`config.mk`:
```
export PLATFORM = sky130hd
export DESIGN_NAME = image_mse_metric_unit
export DESIGN_NICKNAME = d
export VERILOG_FILES = /design/src/hdl/imse_pkg.sv /design/src/hdl/image_mse_metric_unit.sv /design/src/hdl/imse_divider.sv
export VERILOG_INCLUDE_DIRS = /design/src /design/src/hdl
export SDC_FILE = /design/constraint.sdc
export NUM_CORES = 2
export LEC_CHECK = 0
export BUFFER_PORTS_ARGS = -buffer_cell sky130_fd_sc_hd__buf_4
export CAP_MARGIN = 10
export CORE_ASPECT_RATIO = 0.75
export CORE_UTILIZATION = 30
export CTS_CLUSTER_SIZE = 20
export DETAILED_ROUTE_END_ITERATION = 16
export PLACE_DENSITY_LB_ADDON = 0.05
export SYNTH_ARGS = -nofsm -noshare
export SYNTH_HDL_FRONTEND = slang
export SYNTH_HIERARCHICAL = 1
export SYNTH_SLANG_ARGS = --single-unit
```
`constraint.sdc`:
```
create_clock -name i_clk -period 12.5 [get_ports i_clk]
set_input_delay 1.25 -clock i_clk [delete_from_list [all_inputs] [get_ports i_clk]]
set_output_delay 1.25 -clock i_clk [all_outputs]
set_load 0.01 [all_outputs]
```
`src/hdl/image_mse_metric_unit_macros.svh`:
```
// assertion macros for the image error metric unit
// no dependencies
`ifndef IMAGE_MSE_METRIC_UNIT_MACROS_SVH
`define IMAGE_MSE_METRIC_UNIT_MACROS_SVH
`ifndef SYNTHESIS
`define MSE_ASSERT(label, clk, rst_n, prop, msg) \
    label: assert property (@(posedge clk) disable iff (!rst_n) (prop)) else $error(msg);
`define MSE_ASSERT_RST(label, clk, prop, msg) \
    label: assert property (@(posedge clk) (prop)) else $error(msg);
`else
`define MSE_ASSERT(label, clk, rst_n, prop, msg)
`define MSE_ASSERT_RST(label, clk, prop, msg)
`endif
`endif

```
`src/hdl/imse_pkg.sv`:
```
// types and constants for the image error metric unit
// no dependencies
`default_nettype none
package imse_pkg;
    localparam int FRACTION_BITS = 16;

    typedef enum logic [0:0] {
        CFG_METRIC_MODE = 1'b0,
        CFG_RELATIVE_EPSILON = 1'b1
    } t_cfg_index;

    localparam logic [31:0] EPSILON_RESET = 32'd655;

    typedef struct packed {
        logic [31:0] ref_red_sum;
        logic [31:0] ref_green_sum;
        logic [31:0] ref_blue_sum;
        logic [15:0] ref_sample_count;
        logic [31:0] cand_red_sum;
        logic [31:0] cand_green_sum;
        logic [31:0] cand_blue_sum;
        logic [15:0] cand_sample_count;
        logic        last_pixel;
    } t_in_item;

    typedef struct packed {
        logic [31:0] error_value;
        logic [31:0] pixels_counted;
        logic        saturated;
    } t_out_item;

    typedef enum logic [3:0] {
        ST_IDLE,
        ST_DIV_REF,
        ST_DIV_CAND,
        ST_MUL_D,
        ST_MUL_R,
        ST_DIV_TERM,
        ST_ADD,
        ST_FINAL_MUL,
        ST_FINAL_DIV,
        ST_EMIT
    } t_state;
endpackage
`default_nettype wire

```
`src/hdl/image_mse_metric_unit.sv`:
```
// top level of the image error metric unit
// depends on imse_pkg, imse_divider and image_mse_metric_unit_macros.svh
`default_nettype none
`include "image_mse_metric_unit_macros.svh"
// Compares two accumulated images one pixel pair per request. Each channel is
// normalized by its sample count, differenced and squared; mode 0 adds d*d >> 16,
// mode 1 adds d*d / (r*r >> 16 + epsilon). A pair with a zero count is skipped, and
// unless it is the last pixel the next request can follow at once. A counted pair
// runs its divisions through the single shared 64-bit divider, which retires one
// quotient bit per cycle (two divisions per channel, a third in mode 1 when the
// denominator is nonzero). The last pixel adds a multiply, one division (skipped
// when nothing was counted) and the emit step for total / (3*counted), then the
// result sits in an output register until taken. Input stall is high whenever busy.
module image_mse_metric_unit
    import imse_pkg::*;
(
    input  wire logic      i_clk,
    input  wire logic      i_rst_n,
    input  wire logic      i_in_valid,
    output logic           o_in_stall,
    input  wire t_in_item  i_in_data,
    output logic           o_out_valid,
    input  wire logic      i_out_stall,
    output t_out_item      o_out_data,
    input  wire logic      i_cfg_valid,
    output logic           o_cfg_ready,
    input  wire logic      i_cfg_index,
    input  wire logic [31:0] i_cfg_data
);
    t_state      r_state, n_state;
    t_in_item    r_item, n_item;
    logic        r_mode;
    logic [31:0] r_eps;
    logic [63:0] r_total, n_total;
    logic [31:0] r_counted, n_counted;
    logic        r_ovf, n_ovf;
    logic [1:0]  r_ch, n_ch;
    logic [31:0] r_nref, n_nref;
    logic [63:0] r_a, n_a;          // squared difference
    logic [63:0] r_b, n_b;          // denominator or term
    logic        r_out_valid, n_out_valid;
    t_out_item   r_out, n_out;

    // shared divider
    logic        w_div_start;
    logic [63:0] w_div_num, w_div_den, w_quo;
    logic        w_div_done;

    imse_divider u_div (
        .i_clk      (i_clk),
        .i_rst_n    (i_rst_n),
        .i_start    (w_div_start),
        .i_dividend (w_div_num),
        .i_divisor  (w_div_den),
        .o_done     (w_div_done),
        .o_quotient (w_quo)
    );

    logic        r_wait, n_wait;    // a division is in flight
    logic [31:0] w_ref_sum, w_cand_sum;
    logic [64:0] w_add;
    logic [63:0] w_mul;
    logic [31:0] w_mul_x, w_mul_y;

    // shared 32x32 multiplier, one product per cycle
    assign w_mul = 64'(w_mul_x) * 64'(w_mul_y);

    always_comb begin
        unique case (r_ch)
            2'd0:    begin w_ref_sum = r_item.ref_red_sum;   w_cand_sum = r_item.cand_red_sum;   end
            2'd1:    begin w_ref_sum = r_item.ref_green_sum; w_cand_sum = r_item.cand_green_sum; end
            default: begin w_ref_sum = r_item.ref_blue_sum;  w_cand_sum = r_item.cand_blue_sum;  end
        endcase
    end

    assign w_add = {1'b0, r_total} + {1'b0, r_b};

    always_comb begin
        n_state     = r_state;
        n_item      = r_item;
        n_total     = r_total;
        n_counted   = r_counted;
        n_ovf       = r_ovf;
        n_ch        = r_ch;
        n_nref      = r_nref;
        n_a         = r_a;
        n_b         = r_b;
        n_wait      = r_wait;
        n_out_valid = r_out_valid;
        n_out       = r_out;
        w_div_start = 1'b0;
        w_div_num   = '0;
        w_div_den   = 64'd1;
        w_mul_x     = '0;
        w_mul_y     = '0;
        if (r_out_valid && !i_out_stall) n_out_valid = 1'b0;
        unique case (r_state)
            ST_IDLE: begin
                if (i_in_valid) begin
                    n_item = i_in_data;
                    n_ch   = 2'd0;
                    if (i_in_data.ref_sample_count != 16'd0 &&
                        i_in_data.cand_sample_count != 16'd0) begin
                        n_state = ST_DIV_REF;
                    end else if (i_in_data.last_pixel) begin
                        n_state = ST_FINAL_MUL;
                    end
                end
            end
            ST_DIV_REF: begin
                if (!r_wait) begin
                    w_div_start = 1'b1;
                    w_div_num   = {32'd0, w_ref_sum};
                    w_div_den   = {48'd0, r_item.ref_sample_count};
                    n_wait      = 1'b1;
                end else if (w_div_done) begin
                    n_nref  = w_quo[31:0];
                    n_wait  = 1'b0;
                    n_state = ST_DIV_CAND;
                end
            end
            ST_DIV_CAND: begin
                if (!r_wait) begin
                    w_div_start = 1'b1;
                    w_div_num   = {32'd0, w_cand_sum};
                    w_div_den   = {48'd0, r_item.cand_sample_count};
                    n_wait      = 1'b1;
                end else if (w_div_done) begin
                    // hold |c - r| in the low half of r_a for the square
                    n_a     = {32'd0, (w_quo[31:0] >= r_nref) ? (w_quo[31:0] - r_nref)
                                                            : (r_nref - w_quo[31:0])};
                    n_wait  = 1'b0;
                    n_state = ST_MUL_D;
                end
            end
            ST_MUL_D: begin
                w_mul_x = r_a[31:0];
                w_mul_y = r_a[31:0];
                n_a     = w_mul;
                if (!r_mode) begin
                    n_b     = w_mul >> FRACTION_BITS;
                    n_state = ST_ADD;
                end else begin
                    n_state = ST_MUL_R;
                end
            end
            ST_MUL_R: begin
                w_mul_x = r_nref;
                w_mul_y = r_nref;
                n_b     = (w_mul >> FRACTION_BITS) + 64'(r_eps);
                n_state = ST_DIV_TERM;
            end
            ST_DIV_TERM: begin
                if (r_b == 64'd0) begin
                    if (r_a != 64'd0) begin
                        n_total = '1;
                        n_ovf   = 1'b1;
                        n_b     = '0;
                        n_state = ST_ADD;
                    end else begin
                        n_state = ST_ADD;
                    end
                end else if (!r_wait) begin
                    w_div_start = 1'b1;
                    w_div_num   = r_a;
                    w_div_den   = r_b;
                    n_wait      = 1'b1;
                end else if (w_div_done) begin
                    n_b     = w_quo;
                    n_wait  = 1'b0;
                    n_state = ST_ADD;
                end
            end
            ST_ADD: begin
                if (w_add[64]) begin
                    n_total = '1;
                    n_ovf   = 1'b1;
                end else begin
                    n_total = w_add[63:0];
                end
                if (r_ch == 2'd2) begin
                    if (r_counted == '1) n_ovf = 1'b1;
                    else n_counted = r_counted + 32'd1;
                    n_state = r_item.last_pixel ? ST_FINAL_MUL : ST_IDLE;
                end else begin
                    n_ch    = r_ch + 2'd1;
                    n_state = ST_DIV_REF;
                end
            end
            ST_FINAL_MUL: begin
                w_mul_x = r_counted;
                w_mul_y = 32'd3;
                n_b     = w_mul;
                n_state = (r_counted == 32'd0) ? ST_EMIT : ST_FINAL_DIV;
            end
            ST_FINAL_DIV: begin
                if (!r_wait) begin
                    w_div_start = 1'b1;
                    w_div_num   = r_total;
                    w_div_den   = r_b;
                    n_wait      = 1'b1;
                end else if (w_div_done) begin
                    n_wait = 1'b0;
                    n_b    = w_quo;
                    n_state = ST_EMIT;
                end
            end
            ST_EMIT: begin
                // wait for the output register to drain
                if (!r_out_valid || !i_out_stall) begin
                    n_out_valid = 1'b1;
                    n_out.pixels_counted = r_counted;
                    if (r_counted == 32'd0) begin
                        n_out.error_value = '0;
                        n_out.saturated   = r_ovf;
                    end else if (r_b[63:32] != 32'd0) begin
                        n_out.error_value = '1;
                        n_out.saturated   = 1'b1;
                    end else begin
                        n_out.error_value = r_b[31:0];
                        n_out.saturated   = r_ovf;
                    end
                    n_total   = '0;
                    n_counted = '0;
                    n_ovf     = 1'b0;
                    n_state   = ST_IDLE;
                end
            end
            default: n_state = ST_IDLE;
        endcase
    end

    always_ff @(posedge i_clk) begin
        if (!i_rst_n) begin
            r_state     <= ST_IDLE;
            r_total     <= '0;
            r_counted   <= '0;
            r_ovf       <= 1'b0;
            r_wait      <= 1'b0;
            r_out_valid <= 1'b0;
            r_mode      <= 1'b0;
            r_eps       <= EPSILON_RESET;
        end else begin
            r_state     <= n_state;
            r_total     <= n_total;
            r_counted   <= n_counted;
            r_ovf       <= n_ovf;
            r_wait      <= n_wait;
            r_out_valid <= n_out_valid;
            if (i_cfg_valid) begin
                unique case (t_cfg_index'(i_cfg_index))
                    CFG_METRIC_MODE:      r_mode <= i_cfg_data[0];
                    CFG_RELATIVE_EPSILON: r_eps  <= i_cfg_data;
                    default: ;
                endcase
            end
        end
        r_item     <= n_item;
        r_ch       <= n_ch;
        r_nref     <= n_nref;
        r_a        <= n_a;
        r_b        <= n_b;
        r_out      <= n_out;
    end

    assign o_in_stall  = (r_state != ST_IDLE);
    assign o_cfg_ready = 1'b1;
    assign o_out_valid = r_out_valid;
    assign o_out_data  = r_out;

    // a request is only taken while idle; a divider result only comes while one is in flight
    `MSE_ASSERT(a_div_only_when_waiting, i_clk, i_rst_n, w_div_done |-> r_wait,
        "divider result with no division in flight")
    `MSE_ASSERT(a_out_holds, i_clk, i_rst_n, (o_out_valid && i_out_stall) |=> $stable(o_out_data),
        "stalled result changed")
    `MSE_ASSERT(a_cleared_after_emit, i_clk, i_rst_n,
        (r_state == ST_EMIT && n_state == ST_IDLE) |=> (r_counted == 32'd0 && !r_ovf),
        "state not cleared after result")
    `MSE_ASSERT_RST(a_reset_idle, i_clk, !i_rst_n |=> (!o_out_valid && !o_in_stall),
        "not idle after reset")
endmodule
`default_nettype wire

```
`src/hdl/imse_divider.sv`:
```
// restoring radix-2 divider, 64 by 64 bits, one quotient bit a cycle
// uses imse_pkg only for the house import
`default_nettype none
module imse_divider
    import imse_pkg::*;
(
    input  wire logic        i_clk,
    input  wire logic        i_rst_n,
    input  wire logic        i_start,
    input  wire logic [63:0] i_dividend,
    input  wire logic [63:0] i_divisor,
    output logic             o_done,
    output logic [63:0]      o_quotient
);
    logic [63:0] r_quo, n_quo;
    logic [63:0] r_rem, n_rem;
    logic [63:0] r_div, n_div;
    logic [6:0]  r_cnt, n_cnt;
    logic        r_busy, n_busy;
    logic        r_done, n_done;
    logic [64:0] w_trial;

    always_comb begin
        n_quo  = r_quo;
        n_rem  = r_rem;
        n_div  = r_div;
        n_cnt  = r_cnt;
        n_busy = r_busy;
        n_done = 1'b0;
        w_trial = {r_rem, r_quo[63]} - {1'b0, r_div};
        if (i_start) begin
            n_quo  = i_dividend;
            n_rem  = '0;
            n_div  = i_divisor;
            n_cnt  = 7'd0;
            n_busy = 1'b1;
        end else if (r_busy) begin
            if (!w_trial[64]) begin
                n_rem = w_trial[63:0];
                n_quo = {r_quo[62:0], 1'b1};
            end else begin
                n_rem = {r_rem[62:0], r_quo[63]};
                n_quo = {r_quo[62:0], 1'b0};
            end
            n_cnt = r_cnt + 7'd1;
            if (r_cnt == 7'd63) begin
                n_busy = 1'b0;
                n_done = 1'b1;
            end
        end
    end

    always_ff @(posedge i_clk) begin
        if (!i_rst_n) begin
            r_busy <= 1'b0;
            r_done <= 1'b0;
            r_cnt  <= '0;
        end else begin
            r_busy <= n_busy;
            r_done <= n_done;
            r_cnt  <= n_cnt;
        end
        r_quo <= n_quo;
        r_rem <= n_rem;
        r_div <= n_div;
    end

    assign o_done     = r_done;
    assign o_quotient = r_quo;
endmodule
`default_nettype wire
```
==> results.sh <==
export IMPL_clockRootBuffer="clkbuf_16"
export IMPL_io_buffer_count=329
export IMPL_muxShareOfSynthArea=0.01720
export IMPL_syn_area_sq_um=78140
export IMPL_synthesis_nets=10020
export IMPL_crit_slowest_cell="fa_1"
export IMPL_grt_max_degree=122
export IMPL_clockBufferDepth=3
export IMPL_dr_pass1_iters=6
export IMPL_gp_congestion=0.9786
export IMPL_track_usage=0.2664
export IMPL_period_minus_slack_ps=12080
export IMPL_peakVddDrop_mv=0.4278
export IMPL_drt_wl_total_um=355100
export IMPL_critPathCaptureType="flip-flop"
export IMPL_dp_hpwl_um=286200
export IMPL_num_io_pins=331
export IMPL_cts_tree="yes"
export IMPL_report_final_setup_viol=0
export IMPL_place_area_sq_um=86790
export IMPL_drtIter0Drc=6753
export IMPL_synth_edf_count=580
export IMPL_syn_inst=8364
export IMPL_floorplan_initialDensity=0.3031
export IMPL_avgSynthCellArea_sq_um=9.343
export IMPL_grt_first_pass_wirelength_um=498700
export IMPL_grt_pass1_vias=64700
export IMPL_ys_async_sr_fraction=0
export IMPL_final_antenna_net_count=0
export IMPL_slew_viol_final=0
export IMPL_avgViaCountPerCell=5.309
export IMPL_grt_antenna_before_repair=51
export IMPL_fin_ws_ps=416.6
export IMPL_fin_skew_ps=96.90
export IMPL_worst_pin_slew_ps=1450
export IMPL_p_leak_nw=40.18
export IMPL_synth_top_family_by_area="adder cells"
export IMPL_pre_cts_slack_ps=257.1
export IMPL_synth_simple_gate_area_frac=0.1295
export IMPL_final_cell_area_sq_um=90450
export IMPL_synthXorXnorAreaFrac=0.02981
export IMPL_drc=0
export IMPL_area_growth_pct=15.74
export IMPL_die_area_sq_um=262600
export IMPL_fin_crit_sh=0.9667
export IMPL_yosys_most_used_dff="edfxtp_1"
export IMPL_arrival_ps=12480
export IMPL_ys_seq_area_frac=0.2764
export IMPL_vias=65280
export IMPL_slew_headroom=0.02639
export IMPL_grt_ovfl_total=0
export IMPL_cp_max_fo=16
export IMPL_clkLatencyLatePin_ps=790
export IMPL_cp_common_cell="fa_1"
export IMPL_htreeDepth=3
export IMPL_yosys_register_bits=789
export IMPL_worstSetupPathType="reg2reg"
export IMPL_hold_viol=0
export IMPL_tns_ps=0
export IMPL_yosys_area_share_adder=0.3099
export IMPL_min_path_type="reg2reg"
export IMPL_critical_path_startpoint_type="flip-flop"
export IMPL_post_route_util=0.3508
export IMPL_wire_per_inst_um=28.88
export IMPL_core_rowCount=161
export IMPL_ys_types=112
export IMPL_cts_made_buffers=96
export IMPL_critPathMaxStageDelay_ps=550
export IMPL_coreArea_sq_um=257800
export IMPL_clock_sinks=789
export IMPL_powerDensity_nw_per_um2=186.6
export IMPL_totalPowerFinal_mw=16.88
export IMPL_status="finished, final reports clean"
export IMPL_dieWidth_um=591.3
export IMPL_yosysWarnings=6
export IMPL_drv_cap=0
export IMPL_nets=10440
export IMPL_die_y_um=444
export IMPL_cts_clk_slew_worst_paths_ps=70
export IMPL_drive_above_1_share=0.1280
export IMPL_cp_required_ps=12890
export IMPL_cts_hold_buf=0
export IMPL_max_freq_mhz=82.76
export IMPL_rsz0062_at_grt="no"
export IMPL_synth_compound_area_share=0.1519
what timing repair did:
action	in CTS	in global routing
buffers inserted	0	17
resized for setup	0	31
endpoints found under the setup margin	0	22
placed cells by master, fill, tap and decap left out, types with 22 or more instances in the layout:
| master | instances |
|---|---|
| edfxtp_1 | 580 |
| a311oi_1 | 43 |
| and3_1 | 31 |
| mux2_2 | 66 |
| o221a_1 | 22 |
| ha_1 | 492 |
| o221a_2 | 25 |
| a21o_1 | 146 |
| a31oi_1 | 49 |
| o21bai_1 | 65 |
| mux2i_1 | 60 |
| a21boi_0 | 46 |
| nand2_1 | 970 |
| o31ai_1 | 26 |
| and2_1 | 84 |
| fa_1 | 901 |
| nor3_1 | 47 |
| buf_4 | 720 |
| nand2b_1 | 44 |
| o21ai_0 | 238 |
| inv_1 | 1303 |
| o22ai_1 | 62 |
| nor4_1 | 55 |
| o21a_1 | 64 |
| nor2_1 | 688 |
| nand3_1 | 95 |
| a221oi_1 | 27 |
| clkbuf_16 | 97 |
| nand4_1 | 91 |
| a22o_1 | 100 |
| buf_12 | 24 |
| dfxtp_1 | 208 |
| xnor2_1 | 152 |
| a21oi_1 | 533 |
| a211oi_1 | 29 |
| nor2b_1 | 38 |
| xor2_1 | 105 |
| a221o_1 | 46 |
| clkbuf_1 | 22 |
| o221ai_1 | 26 |
flip-flops by register name (all words and copies together) (netlist names), 2 cells and up:
signal            count
r_nref               32
r_total              64
u_div/r_cnt           7
r_item              225
r_state               4
r_eps                32
r_ch                  2
u_div/o_quotient     64
r_a                  64
u_div/r_div          64
r_counted            32
o_out_data           65
u_div/r_rem          64
r_b                  64
critical path, delay by kind of cell, from the launching register on:
kind | cells | cell delay, ps
adders and majority gates | 10 | 4820
and+or+nand+nor | 14 | 2830
AOI/OAI and AO/OA | 8 | 1990
buffers and inverters | 7 | 1370
xor gates and xnor gates | 2 | 330
DFF | 1 | 320
cells by family after synthesis:
kind of cell	after synthesis
AND/OR/NAND/NOR	2286
multiplexers	126
adder cells (fa/ha/maj)	1395
buffers and inverters	1748
flip-flops	789
other	1
AO/OA/AOI/OAI	1753
XOR/XNOR	266
per-stage QoR:
| stage | hold WS [ps] | instances |
|---|---|---|
| floorplan | 402.9 | 8364 |
| global placement | 462.0 | 12080 |
| detailed placement | 462.7 | 12080 |
| CTS | 474.8 | 12270 |
| global route | 493.5 | 12290 |
| finish | 474.7 | 12300 |
cells in the mapped netlist (96+ instances only):
library cell	instances	area [sq um]
clkbuf_1	365	1370
nor2_1	699	2624
a21o_1	146	1096
nand2_1	980	3679
nand3_1	96	480.5
xor2_1	105	919.6
a21oi_1	546	2733
ha_1	494	6181
inv_1	1305	4898
o21ai_0	245	1226
a22o_1	100	875.8
edfxtp_1	580	17420
dfxtp_1	209	4184
fa_1	901	18040
xnor2_1	161	1410
routing by layer:
metal | up-vias | track usage | wire (um)
met3 | 281 | 0.05338 | 29270
met4 | 16 | 0.04053 | 6242
met2 | 2430 | 0.3674 | 141000
met5 | - | 0.004762 | 276
met1 | 33610 | 0.4254 | 178300
li1 | 28930 | - | -
worst paths after layout:
path,startpoint,end,slack (ps),depth (start not counted)
min reg2reg,r_total[10],r_total[10],470,2
min,r_total[10],r_total[10],470,2
max reg2reg,r_state[2],r_b[47],420,41
max,r_state[2],r_b[47],420,41
power breakdown:
group	internal, mW	total [mW]	switching [mW]
clock network	1.66	3.00	1.34
registers	3.81	4.71	0.907
logic	3.14	9.17	6.03
layout make-up:
class / count / area [sq um]
fill: 26680 / 167400
multi-input combinational: 5828 / 50360
sequential: 789 / 21600
timing repair buffer: 746 / 5908
inverter: 1317 / 4946
tap: 3423 / 4283
clock buffer: 136 / 2744
clock inverter: 46 / 573.1
antenna: 11 / 27.53
Power figures use the tool's default switching activity.
